===== src/rtl/nrpr_pkg.sv =====
// Package: shared types, constants and helpers for the Newton-Raphson root unit.
package nrpr_pkg;
  localparam int unsigned NrprMaxDegree = 8;
  localparam int unsigned NrprMaxSteps  = 32;
  localparam int unsigned QW = 32;
  localparam logic [3:0] CfgDegree = 4'd0;
  localparam logic [3:0] CfgTol    = 4'd1;
  localparam logic [3:0] CfgLimit  = 4'd2;

  localparam logic [2:0] StContinue = 3'd0;
  localparam logic [2:0] StExact    = 3'd1;
  localparam logic [2:0] StTol      = 3'd2;
  localparam logic [2:0] StLimit    = 3'd3;
  localparam logic [2:0] StZeroDer  = 3'd4;

  typedef struct packed {
    logic start;
    logic busy;
    logic done;
  } div_ctl_t;

  function automatic logic signed [31:0] sat32(input logic signed [65:0] v);
    if (v > 66'sh0_7FFF_FFFF) return 32'sh7FFF_FFFF;
    if (v < -66'sh0_8000_0000) return 32'sh8000_0000;
    return v[31:0];
  endfunction
endpackage


===== src/rtl/nrpr_mac.sv =====
// Shared Horner step unit: registered product, then round, saturate and add.
module nrpr_mac import nrpr_pkg::*; (
  input  logic               clk_i,
  input  logic signed [31:0] acc_i,
  input  logic signed [31:0] x_i,
  input  logic signed [31:0] c_i,
  output logic signed [31:0] res_o
);
  logic signed [63:0] prod_q;
  logic signed [31:0] c_q;
  logic signed [47:0] rnd;
  logic signed [31:0] m;

  always_ff @(posedge clk_i) begin
    prod_q <= acc_i * x_i;
    c_q    <= c_i;
  end

  always_comb begin
    rnd   = 48'((prod_q + 64'sd32768) >>> 16);
    m     = sat32(66'(rnd));
    res_o = sat32(66'(m) + 66'(c_q));
  end
endmodule

===== config.mk =====
export PLATFORM = sky130hd
export DESIGN_NAME = nrpr_mac
export DESIGN_NICKNAME = d
export VERILOG_FILES = /design/src/rtl/nrpr_pkg.sv /design/src/rtl/nrpr_mac.sv
export SDC_FILE = /design/constraint.sdc
export NUM_CORES = 2
export LEC_CHECK = 0
export BUFFER_PORTS_ARGS = -buffer_cell sky130_fd_sc_hd__buf_2
export CAP_MARGIN = 20
export CORE_MARGIN = 2
export CORE_UTILIZATION = 50
export CTS_CLUSTER_SIZE = 16
export DETAILED_ROUTE_END_ITERATION = 8
export GPL_ROUTABILITY_DRIVEN = 0
export PLACE_DENSITY = 0.66
export SLEW_MARGIN = 40
export SYNTH_ARGS = -nofsm -noshare
export SYNTH_HDL_FRONTEND = slang
export SYNTH_SLANG_ARGS = --single-unit

===== constraint.sdc =====
create_clock -name clk_i -period 20.6 [get_ports clk_i]
set_input_delay 2.06 -clock clk_i [delete_from_list [all_inputs] [get_ports clk_i]]
set_output_delay 2.06 -clock clk_i [all_outputs]
set_load 0.005 [all_outputs]

======== Word-level counts from Yosys, hierarchy flattened ========
Index checks and enable logic that the tools add are counted.
operators by class
  $add $sub $neg .......................... 2
  divide/modulo/power cells ............... 0
  equality and inequality tests ........... 0
  reduce and logical (&&, ||, !) cells .... 0
  shift-type cells ........................ 0
  mux-type cells .......................... 14
  $lt $le $gt $ge ......................... 4
  $mul .................................... 1
  bitwise operators ....................... 0
operator list
  operator                  number
  $mux W32                  8
  $add A64 B17 Y64 const B  1
  $mul A32 B32 Y64          1
  $gt A48 B32 Y1 const B    1
  $lt A48 B32 Y1 const B    1
  $add A32 B32 Y33          1
  $gt A33 B32 Y1 const B    1
  $lt A33 B32 Y1 const B    1
  $mux W1                   6
word-level totals
  output and inout port bits .............. 32
  input bits .............................. 97
  memories kept ........................... 0
  flip-flop bits (word level) ............. 96
  bits in latches ......................... 0
  ROM bits ................................ 0
  word-level logic and storage cells ...... 23
  bits in writable memories ............... 0

======== Longest topological paths before layout ========
  word-level depth ........................ 12
  gate-level depth with buffers ........... 32

======== Worst setup path after synthesis ========
OpenSTA, ideal clock, no wires.
  path type ............................... input-to-reg
  from .................................... in x_i[2]
  to ...................................... reg prod_q[59]
  library setup time ...................... 119 ps
  stages .................................. 30
  data arrival time ....................... 9413 ps
  path slack .............................. 11068 ps
  required time ........................... 20481 ps
  buffers on the path ..................... 2
  path through ............................ clkbuf_1 > nand2_1 > inv_1 > fa_1 > fa_1 > fa_1 > inv_1 > fa_1 > inv_1 > fa_1 > inv_1 > fa_1 > inv_1 > fa_1 > inv_1 > fa_1 > inv_1 > ha_1 > buf_2 > nand4_1 > nor3_1 > nand4_1 > and2_0 > a221o_1 > a31oi_2 > a2111o_1 > nand2_2 > o311ai_2 > a21oi_1 > xnor2_1
on the way
  longest elaborated chain between the ends .. 1
ends and longest elaborated chain
  what                  RTL line        RTL
  from (decl)           nrpr_mac.sv:5   input logic signed [31:0] x_i,
  $mul A32 B32 Y64      nrpr_mac.sv:15  prod_q <= acc_i * x_i;
  to (signal assigned)  nrpr_mac.sv:15
  to (decl)             nrpr_mac.sv:9   logic signed [63:0] prod_q;
Every way passes these cells.

======== Final worst setup path ========
  from .................................... in acc_i[31]
  to ...................................... reg prod_q[59]
on the way
  longest elaborated chain between the ends .. 1
ends and longest elaborated chain
  what              RTL line        RTL
  from (decl)       nrpr_mac.sv:4   input logic signed [31:0] acc_i,
  $mul A32 B32 Y64  nrpr_mac.sv:15
Every way passes these cells.

==> metrics.md <==
| Metric | Value |
|---|---|
| Drt drc | 0 |
| Largest stage delay, worst path | 0.67 ns |
| Finished Layout Cells | 5480 |
| Post-synth cell types | 73 |
| Worst Setup SP | acc_i[31] |
| Count leader, synth | inv_1 |
| Layout cells sized above 1 | 0.04430 |
| Clock buffer depth | 2 |
| Layout overhead on the synthesized area | 4.263% |
| Crit Path Category | input port to flop |
| Hold Crit Start | c_i[30] |
| Post_cts resized | 0 |
| CTS root buf | clkbuf_16 |
| Final #Nets | 5811 |
| Highest clock rate | 0.09641 GHz |
| CP required | 20.83 ns |
| Number of synthesized flops with an enable pin | 0 |
| Leading area contributor after synthesis | fa_1 |
| Top cell type's share of synthesized area | 0.5387 |
| Clock-pin transition on the worst setup and hold timing paths | 0.07 ns |
| Sink Count | 81 |
| Count of final setup violators | 0 |
| Vias in the first global route | 33354 |
| Slew @ Worst Pin | 0.9134 ns |
| Avg Cell Area, Syn | 8.999 sq um |
| Pin count of the biggest net entering global routing | 33 |
| First-iteration detailed-routing DRC count | 1513 |
| Crit end category | flop |
| Synthesized Nets | 5860 |
| Slowest-stage cell, CP | fa_1 |
| Flop and latch count out of synthesis | 81 |
| Hold Path End | c_q[30] |
| Critical-path maximum fanout | 32 |
| Max-slew headroom | 0.3911 |
| Sequential area share after synthesis | 0.04033 |
| Total wire length | 103400 microns |
| Crit share post-route | 0.5035 |
| Die area | 82700 sq um |
| Buf/Inv on CP | 8 |
| Cell Area, Synth | 40210 sq um |
| Top cells by area, synth | fa_1, inv_1, nand2_1 |
| Worst Hold Depth | 1 |
| Global-route wire length before repair | 172000 microns |
| Core Util, Final | 0.5289 |
| Chip height | 287.6 microns |
| Unrepaired setup endpoints after global routing | no |
| Core ar. | 79260 sq um |
| TritonCTS buffer count | 9 |
| Max H-tree Level | 3 |
| Ys Warns | 0 |
| Final ANT Viol Nets | 0 |
| FFs w/ async S/R, synth | 0 |
| Final Hold Viols | 0 |
| Slew Viols, Final | 0 |
| Die X | 287.6 microns |
| Initial antenna violation count | 8 |
| Drt first pass iters | 6 |
| Global route total overflow | 0 |
| CTS tree | built |
| Critical Path AT | 10.60 ns |
| Most frequent CP cell | fa_1 |
| Setup tns final | 0 ns |
| Setup Buffers After CTS | 0 |
| Placed Instances | 5456 |
| Gate Count Post-Synth | 4468 |
| Drt via density | 5.329 |
| Routed via count | 29201 |
| Row cnt | 103 |
| Initial cell density of the core | 0.5073 |
| Crit-path leading delay family | adder cells |
| Hold_buf cts | 0 |
| Crit path launch type | input port |
| Avg WL per Cell | 18.86 microns |
| Worst min path class | input port to flop |
| Post-route minimum period | 10.37 ns |
| # IOs | 129 |
| Port Buffers | 128 |
| Commonest cells in the netlist | inv_1, fa_1, nand2_1, and2_1, ha_1 |
| Total global-route track usage | 0.2664 |
| Detailed placement HPWL | 82170 microns |
| Status | complete, no violations |
| Ys flop type | dfxtp_1 |
| Max Cap Viol | 0 |
layout by cell type (no fill, tap or decap), types with 24 or more instances in the layout:
cell,synthesis,layout
buf_2,13,119
o21ai_0,35,35
nand4_1,25,25
nor2_1,49,48
nand2b_1,35,35
o21ai_1,51,51
inv_1,1175,1175
xnor2_1,64,64
nand3_1,24,24
a21oi_1,95,95
a21o_1,35,35
dfxtp_1,81,81
nand2_1,798,798
fa_1,1082,1081
ha_1,213,213
and2_1,265,265
buf_4,3,30
xor2_1,59,59
per-layer routing:
metal / GRT usage / up-vias / part of all wire
met1: 0.3113 / 15144 / 0.37
met3: 0.03185 / 304 / 0.058
met2: 0.4832 / 1013 / 0.52
met5: 0 / - / 0.00025
li1: - / 12736 / -
met4: 0.1313 / 4 / 0.056
logic make-up (layout without fill, tap and decap cells):
kind of cell	after synthesis	in the layout	synth area share
adders and majority gates	1304	1304	0.6073
muxes	1	1	0.0002490
DFF	81	81	0.04033
xor gates and xnor gates	123	123	0.02679
AOI/OAI and AO/OA	314	314	0.05200
buffers and inverters	1387	1343	0.1302
and+or+nand+nor	1258	1258	0.1432
other	0	6	0
flip-flops by register name, indices dropped and copies added, names as in the netlist:
name / flops
prod_q: 49
c_q: 32
stage by stage:
| stage | worst slack, ns | hold slack [ns] | cell area [sq um] |
|---|---|---|---|
| CTS | 10.31 | 1.808 | 41830 |
| floorplan | 11.07 | 2.088 | 40210 |
| global placement | 10.15 | 2.163 | 41500 |
| finish | 10.23 | 1.820 | 41920 |
| detailed placement | 9.990 | 2.164 | 41540 |
| global route | 9.848 | 1.807 | 41920 |
worst max-delay path by stage:
| stage | end | slack, ns | cells past startpoint |
|---|---|---|---|
| 6_report | prod_q[59] | 10.23 | 29 |
| 2_1_floorplan | prod_q[59] | 11.07 | 30 |
| 5_1_grt | prod_q[59] | 9.85 | 29 |
| 3_3_place_gp | prod_q[59] | 10.15 | 29 |
| 4_1_cts | prod_q[59] | 10.31 | 29 |
| 3_5_place_dp | prod_q[59] | 9.99 | 29 |
area by class of cell:
type | instances | area, sq um
antenna | 6 | 15.01
clock buffer | 9 | 225.2
clock inverter | 7 | 68.82
fill | 7320 | 37340
inverter | 1175 | 4410
multi-input combinational | 3000 | 33360
sequential | 81 | 1622
tap | 1050 | 1314
timing repair buffer | 152 | 903.4
Power is left out: the tool's default activity adds up to more than one toggle a clock period on the data nets, which glitch-free logic cannot reach.
