[config.mk]
export PLATFORM = sky130hd
export DESIGN_NAME = nrpr_div
export DESIGN_NICKNAME = d
export VERILOG_FILES = /design/src/rtl/nrpr_pkg.sv /design/src/rtl/nrpr_div.sv
export SDC_FILE = /design/constraint.sdc
export NUM_CORES = 1
export LEC_CHECK = 0
export CORE_ASPECT_RATIO = 0.7
export CORE_UTILIZATION = 59
export DETAILED_ROUTE_END_ITERATION = 8
export DONT_BUFFER_PORTS = 1
export MAX_ROUTING_LAYER = met4
export PLACE_DENSITY = 0.78
export SLEW_MARGIN = 0
export SYNTH_ARGS = -nofsm -noshare
export SYNTH_HDL_FRONTEND = slang
export SYNTH_SLANG_ARGS = --single-unit
[constraint.sdc]
create_clock -name clk_i -period 4 [get_ports clk_i]
set_clock_uncertainty 0.1 [all_clocks]
set_input_delay 0.2 -clock clk_i [delete_from_list [all_inputs] [get_ports clk_i]]
set_output_delay 0.2 -clock clk_i [all_outputs]
set_load 0.005 [all_outputs]
[src/rtl/nrpr_pkg.sv]
// Package: shared types, constants and helpers for the Newton-Raphson root unit.
package nrpr_pkg;
  localparam int unsigned NrprMaxDegree = 8;
  localparam int unsigned NrprMaxSteps  = 32;
  localparam int unsigned QW = 32;
  localparam logic [3:0] CfgDegree = 4'd0;
  localparam logic [3:0] CfgTol    = 4'd1;
  localparam logic [3:0] CfgLimit  = 4'd2;

  localparam logic [2:0] StContinue = 3'd0;
  localparam logic [2:0] StExact    = 3'd1;
  localparam logic [2:0] StTol      = 3'd2;
  localparam logic [2:0] StLimit    = 3'd3;
  localparam logic [2:0] StZeroDer  = 3'd4;

  typedef struct packed {
    logic start;
    logic busy;
    logic done;
  } div_ctl_t;

  function automatic logic signed [31:0] sat32(input logic signed [65:0] v);
    if (v > 66'sh0_7FFF_FFFF) return 32'sh7FFF_FFFF;
    if (v < -66'sh0_8000_0000) return 32'sh8000_0000;
    return v[31:0];
  endfunction
endpackage

[src/rtl/nrpr_div.sv]
// Radix-2 restoring divider: signed 48-bit dividend over signed 32-bit divisor, truncating.
module nrpr_div import nrpr_pkg::*; (
  input  logic               clk_i,
  input  logic               rst_ni,
  input  logic               start_i,
  input  logic signed [47:0] num_i,
  input  logic signed [31:0] den_i,
  output logic               done_o,
  output logic signed [48:0] quo_o
);
  logic [47:0] rem_q, rem_d, q_q, q_d;
  logic [31:0] den_q, den_d;
  logic        neg_q, neg_d;
  logic [5:0]  cnt_q, cnt_d;
  logic        run_q, run_d;
  logic [48:0] trial;

  always_comb begin
    rem_d = rem_q; q_d = q_q; den_d = den_q; neg_d = neg_q;
    cnt_d = cnt_q; run_d = run_q; done_o = 1'b0;
    trial = {rem_q, q_q[47]} - {17'd0, den_q};
    if (start_i && !run_q) begin
      rem_d = '0;
      q_d   = num_i[47] ? 48'(-num_i) : 48'(num_i);
      den_d = den_i[31] ? 32'(-den_i) : 32'(den_i);
      neg_d = num_i[47] ^ den_i[31];
      cnt_d = 6'd48;
      run_d = 1'b1;
    end else if (run_q) begin
      if (!trial[48]) begin
        rem_d = trial[47:0];
        q_d   = {q_q[46:0], 1'b1};
      end else begin
        rem_d = {rem_q[46:0], q_q[47]};
        q_d   = {q_q[46:0], 1'b0};
      end
      cnt_d = cnt_q - 6'd1;
      if (cnt_q == 6'd1) begin
        run_d  = 1'b0;
        done_o = 1'b1;
      end
    end
  end

  assign quo_o = neg_q ? -$signed({1'b0, q_d}) : $signed({1'b0, q_d});

  always_ff @(posedge clk_i or negedge rst_ni) begin
    if (!rst_ni) begin
      run_q <= 1'b0;
      cnt_q <= '0;
    end else begin
      run_q <= run_d;
      cnt_q <= cnt_d;
    end
  end

  always_ff @(posedge clk_i) begin
    rem_q <= rem_d; q_q <= q_d; den_q <= den_d; neg_q <= neg_d;
  end
endmodule

* Word level (Yosys, flattened, before mapping) *
Index checks and enable logic that the tools add are counted.
W data, S select, Z words.

operators by class
  bitwise gates (word level) = 1
  eq/ne operators = 1
  $add $sub $neg = 5
  reduce and logical (&&, ||, !) cells = 3
  muxes and demuxes = 15

operators by type and width
  operator               count
  $mux W48               4
  $mux W49               1
  $neg A48 Y49           1
  $sub A49 B32 Y49       1
  $neg A48 Y48           1
  $neg A32 Y32           1
  $mux W31               1
  $mux W6                2
  $mux W1                7
  $eq A6 B1 Y1 const B   1
  $sub A6 B1 Y6 const B  1
  $reduce_bool A2 Y1     1
  $logic_and A1 B1 Y1    1
  $logic_not A1 Y1       1
  $xor A1 B1 Y1          1

word-level totals
  input port bits = 83
  word-level logic and storage cells = 32
  output and inout port bits = 50
  bits in registers = 136

* Depth between registers and ports, before layout *
  depth in word-level cells = 6
  gate-level depth with buffers = 15
  gate-level depth less buffers = 13

* Least setup slack after synthesis *
OpenSTA, ideal clock, no wires.

  path kind = reg-to-output
  start point = reg q_q[47]
  end point = out quo_o[18]
  arrival = 3.437 ns
  data required time = 3.700 ns
  slack = 0.263 ns
  path buffers = 1
  cell stages (with the launch flop) = 15
  path through = dfxtp_1 inv_1 ha_1 fa_1 nor2b_1 o31ai_1 a211o_1 a21bo_2 o211a_1 o211a_1 or3_1 clkbuf_1 or3_1 o21ai_0 xnor2_1

between the ends
  cells in the longest elaborated chain, start to end = 6

ends and longest elaborated chain
  element                 RTL line        text
  start, declared         nrpr_div.sv:11  logic [47:0] rem_q, rem_d, q_q, q_d;
  start signal, assigned  nrpr_div.sv:58  rem_q <= rem_d; q_q <= q_d; den_q <= den_d; neg_q <= neg_d;
  $sub A49 B32 Y49        nrpr_div.sv:21  trial = {rem_q, q_q[47]} - {17'd0, den_q};
  $mux W1                 nrpr_div.sv:30  if (!trial[48]) begin
  $mux W48                nrpr_div.sv:29  end else if (run_q) begin
  $mux W48                nrpr_div.sv:22  if (start_i && !run_q) begin
  net q_d[0]              nrpr_div.sv:11
  $neg A48 Y49            nrpr_div.sv:45  assign quo_o = neg_q ? -$signed({1'b0, q_d}) : $signed({1'b0, q_d});
  $mux W49                nrpr_div.sv:45
  end, declared           nrpr_div.sv:9   output logic signed [48:0] quo_o

The timed path passes the listed nets, and every way through them passes these cells.

* Final worst setup path *
  start point = reg den_q[0]
  end point = out quo_o[47]

between the ends
  cells in the longest elaborated chain, start to end = 6

ends and longest elaborated chain
  element                 RTL line        text
  start, declared         nrpr_div.sv:12  logic [31:0] den_q, den_d;
  start signal, assigned  nrpr_div.sv:58
  $sub A49 B32 Y49        nrpr_div.sv:21
  $mux W1                 nrpr_div.sv:30
  $mux W48                nrpr_div.sv:29
  $mux W48                nrpr_div.sv:22
  $neg A48 Y49            nrpr_div.sv:45
  $mux W49                nrpr_div.sv:45

Every way passes these cells.

==> out/results.txt <==
Top_reg_cell synth - dfxtp_1
Status - finished with violations
Sequential share of the synthesized area - 0.305
Final setup fails - 34
Number of global-route vias before repair - 9,452
Worst Path Required - 3.70 ns
Leak - 0.00485 uW
Critical R2R Capture - rem_q[47]
Boundary Pins - 133
Asr flop ratio synth - 0.0515
Global Route met3 Usage - 0.0985
N_diodes - 0
Cell count after synthesis - 1,231
Die Wd - 159 um
Max-Cap Viols - 0
Antenna violations before repair - 0
Crit-path max FO - 8
Rows - 39
DRC Markers - 0
Net Count, Synth - 1,351
Max-slew violations - 0
Cell total after placement - 1,470
Average wire per cell in the routed design - 22.1 um
Busiest grt layer - met1
TritonCTS clock tree - done
Setup crit start kind - flip-flop
Tmin final - 4.31 ns
CP endpoint kind - primary output
Total vias in the final route - 10,633
Gr ovfl total - 0
Clock Tree Root - clkbuf_16
FF+latch count, synth - 136
Clk Latency, worst-skew pair - 0.43 ns
Post-layout nets - 1,449
Initial DRC count - 1,417
Distinct cells, synth - 88
GR Util met2 - 0.514
Routed Antenna Nets - 0
CTS buffer count - 17
Setup TNS - -5.32 ns
Measured slew at the worst slew-check pin - 1.26 ns
Peak Freq - 232 MHz
Failing checks - negative setup slack
Final Core Density - 0.757
Mapped cell area - 10,100 um^2
Cell Count, Final, Fillers Out - 1,567
Gp weighted congestion - 0.937
WHS - 0.0218 ns
Kind of critical path - flip-flop to primary output
Global Route Usage Sum - 0.374
Slew headroom - 0.149
Crit path to - quo_o[47]
Peak supply drop - 0.437 mV
Sink Count - 136
Final Worst Setup Slack - -0.313 ns
First-pass GRT wire length - 50,200 um
Tcrit/Tclk final - 1.08
R2R setup slack - 0.16 ns
R2R depth - 12
Die height - 112 um
Final hold violation count - 0
Met1 Use GR - 0.530
Area delta synth->final - 23.4%
Core area - 16,500 um^2
WL final - 34,600 um
R2r startpoint - den_q[6]
CTS H-tree lvls - 4
Clock slew at reported path FFs - 0.07 ns
Yosys warns - 0
Syn avg cell area - 8.24 um^2
PortBufs - 0
Post-DP HPWL - 20,800 um
Avg Vias per Cell - 6.79
Worst path arrival time - 4.01 ns
Full die area - 17,700 um^2
EDFF count, synth - 33
HP Class - input port to flip-flop
RSZ-0062 raised after global routing - true
TritonRoute pass-1 iters - 6
Clock Tree Buf Depth - 2
Largest net degree at the start of global routing - 56
Share of layout cells above drive strength 1 - 0.172
Pwr dens - 713 nW/um^2
Initial Util - 0.613
Crit path launch - den_q[0]
## critical path: stages (launching register included)
cell,delay [ns]
edfxtp_1,0.38
ha_2,0.20
fa_2,0.37
nor2b_4,0.17
o31ai_4,0.07
a211o_1,0.29
a21bo_2,0.23
o211a_1,0.25
o211a_1,0.24
or3_1,0.33
buf_6,0.16
nand4b_4,0.25
buf_12,0.20
o31ai_4,0.20
xnor2_1,0.22
## cells in the final DEF, fill, tap and decap left out, drive strengths merged, types with 5 or more instances in the layout
cell type	count
a211oi	13
a21o	16
a21oi	71
a22o	11
a22oi	26
a31oi	7
a32oi	8
and3	10
buf	95
clkbuf	19
dfrtp	7
dfxtp	96
dlygate4sd3	54
edfxtp	33
ha	36
inv	69
nand2	109
nand2b	20
nand3	29
nand4	8
nor2	60
nor2b	10
nor3	28
nor4	14
o211a	7
o211ai	9
o21a	5
o21ai	118
o22ai	7
o31ai	36
o41ai	21
or2	12
or3	42
or4	18
xnor2	107
xor2	33
## kinds of logic (layout without fill, tap and decap cells)
logic type | count (synthesis) | in the layout | synth area share
AO/OA/AOI/OAI | 396 | 396 | 0.267
AND/OR/NAND/NOR | 386 | 386 | 0.206
XOR/XNOR | 140 | 140 | 0.121
flip-flops | 136 | 136 | 0.305
buffers and inverters | 131 | 242 | 0.0508
adder cells (fa/ha/maj) | 37 | 37 | 0.0464
multiplexers | 5 | 5 | 0.00506
## metrics by stage
| stage | setup WS (ns) | instance area, um^2 | power, uW |
|---|---|---|---|
| floorplan | 0.263 | 10100 | 5380 |
| global placement | 0.0863 | 10800 | 6470 |
| detailed placement | -0.0442 | 10800 | 6570 |
| CTS | -0.329 | 12100 | 8400 |
| global route | -0.435 | 12500 | 9390 |
| finish | -0.313 | 12500 | 8920 |
## cell type report
class                           instances  area [um^2]
Multi-Input combinational cell        964         7020
Timing Repair Buffer                  150         1310
Clock buffer                           18          439
Fill cell                            1086         4030
Sequential cell                       136         3090
Inverter                               60          225
Tap cell                              225          282
Clock inverter                         14          155
## sequential cells by signal (all words and copies together), names as in the netlist
| signal | count |
|---|---|
| q_q | 48 |
| neg_q | 1 |
| rem_q | 48 |
| den_q | 32 |
| run_q | 1 |
| cnt_q | 6 |
## how the worst min path moves through the flow
stage,to,cells past startpoint,from,slack (ns)
3_3_place_gp,cnt_q[3],0,rst_ni,-0.20
2_1_floorplan,cnt_q[0],0,rst_ni,-0.20
4_1_cts,den_q[1],2,den_i[1],0.004
6_report,q_q[21],2,num_i[21],0.02
3_5_place_dp,cnt_q[3],0,rst_ni,-0.20
5_1_grt,q_q[36],2,num_i[36],0.02
## cell usage after synthesis (all sizes together) (16+ instances only)
master / n / area [um^2]
o21ai: 118 / 594
nand2: 109 / 409
xnor2: 107 / 937
dfxtp: 96 / 1920
a21oi: 71 / 355
inv: 60 / 225
nor2: 60 / 225
clkbuf: 57 / 214
or3: 42 / 268
ha: 36 / 450
o31ai: 36 / 299
edfxtp: 33 / 991
xor2: 33 / 289
nand3: 29 / 150
nor3: 28 / 140
a22oi: 26 / 195
o41ai: 21 / 236
nand2b: 20 / 125
or4: 18 / 139
a21o: 16 / 120
## metal layers
layer / up-vias / routed length, um / part of all wire
li1: 4742 / - / -
met1: 4963 / 14500 / 0.42
met2: 810 / 14700 / 0.42
met3: 118 / 4350 / 0.13
met4: 0 / 1030 / 0.030
met5: - / 0 / 0
## what timing repair did
| item | 4_1_cts | 5_1_grt |
|---|---|---|
| setup endpoints to repair | 42 | 51 |
| cloned | 0 | 1 |
| pin swaps | 24 | 24 |
| gates resized for setup | 44 | 55 |
| hold endpoints to repair | 60 | 0 |
| buffers inserted | 1 | 9 |
| hold buffers | 54 | 0 |
## report_power, final
| group | switching [uW] | total (uW) | internal (uW) | leakage, uW |
|---|---|---|---|---|
| registers | 455 | 2420 | 1960 | 0.00118 |
| logic | 2760 | 4880 | 2120 | 0.00338 |
| clock network | 715 | 1620 | 903 | 0.000295 |
| total | 3930 | 8920 | 4990 | 0.00485 |
No activity file was read; power rests on OpenSTA's default activity.
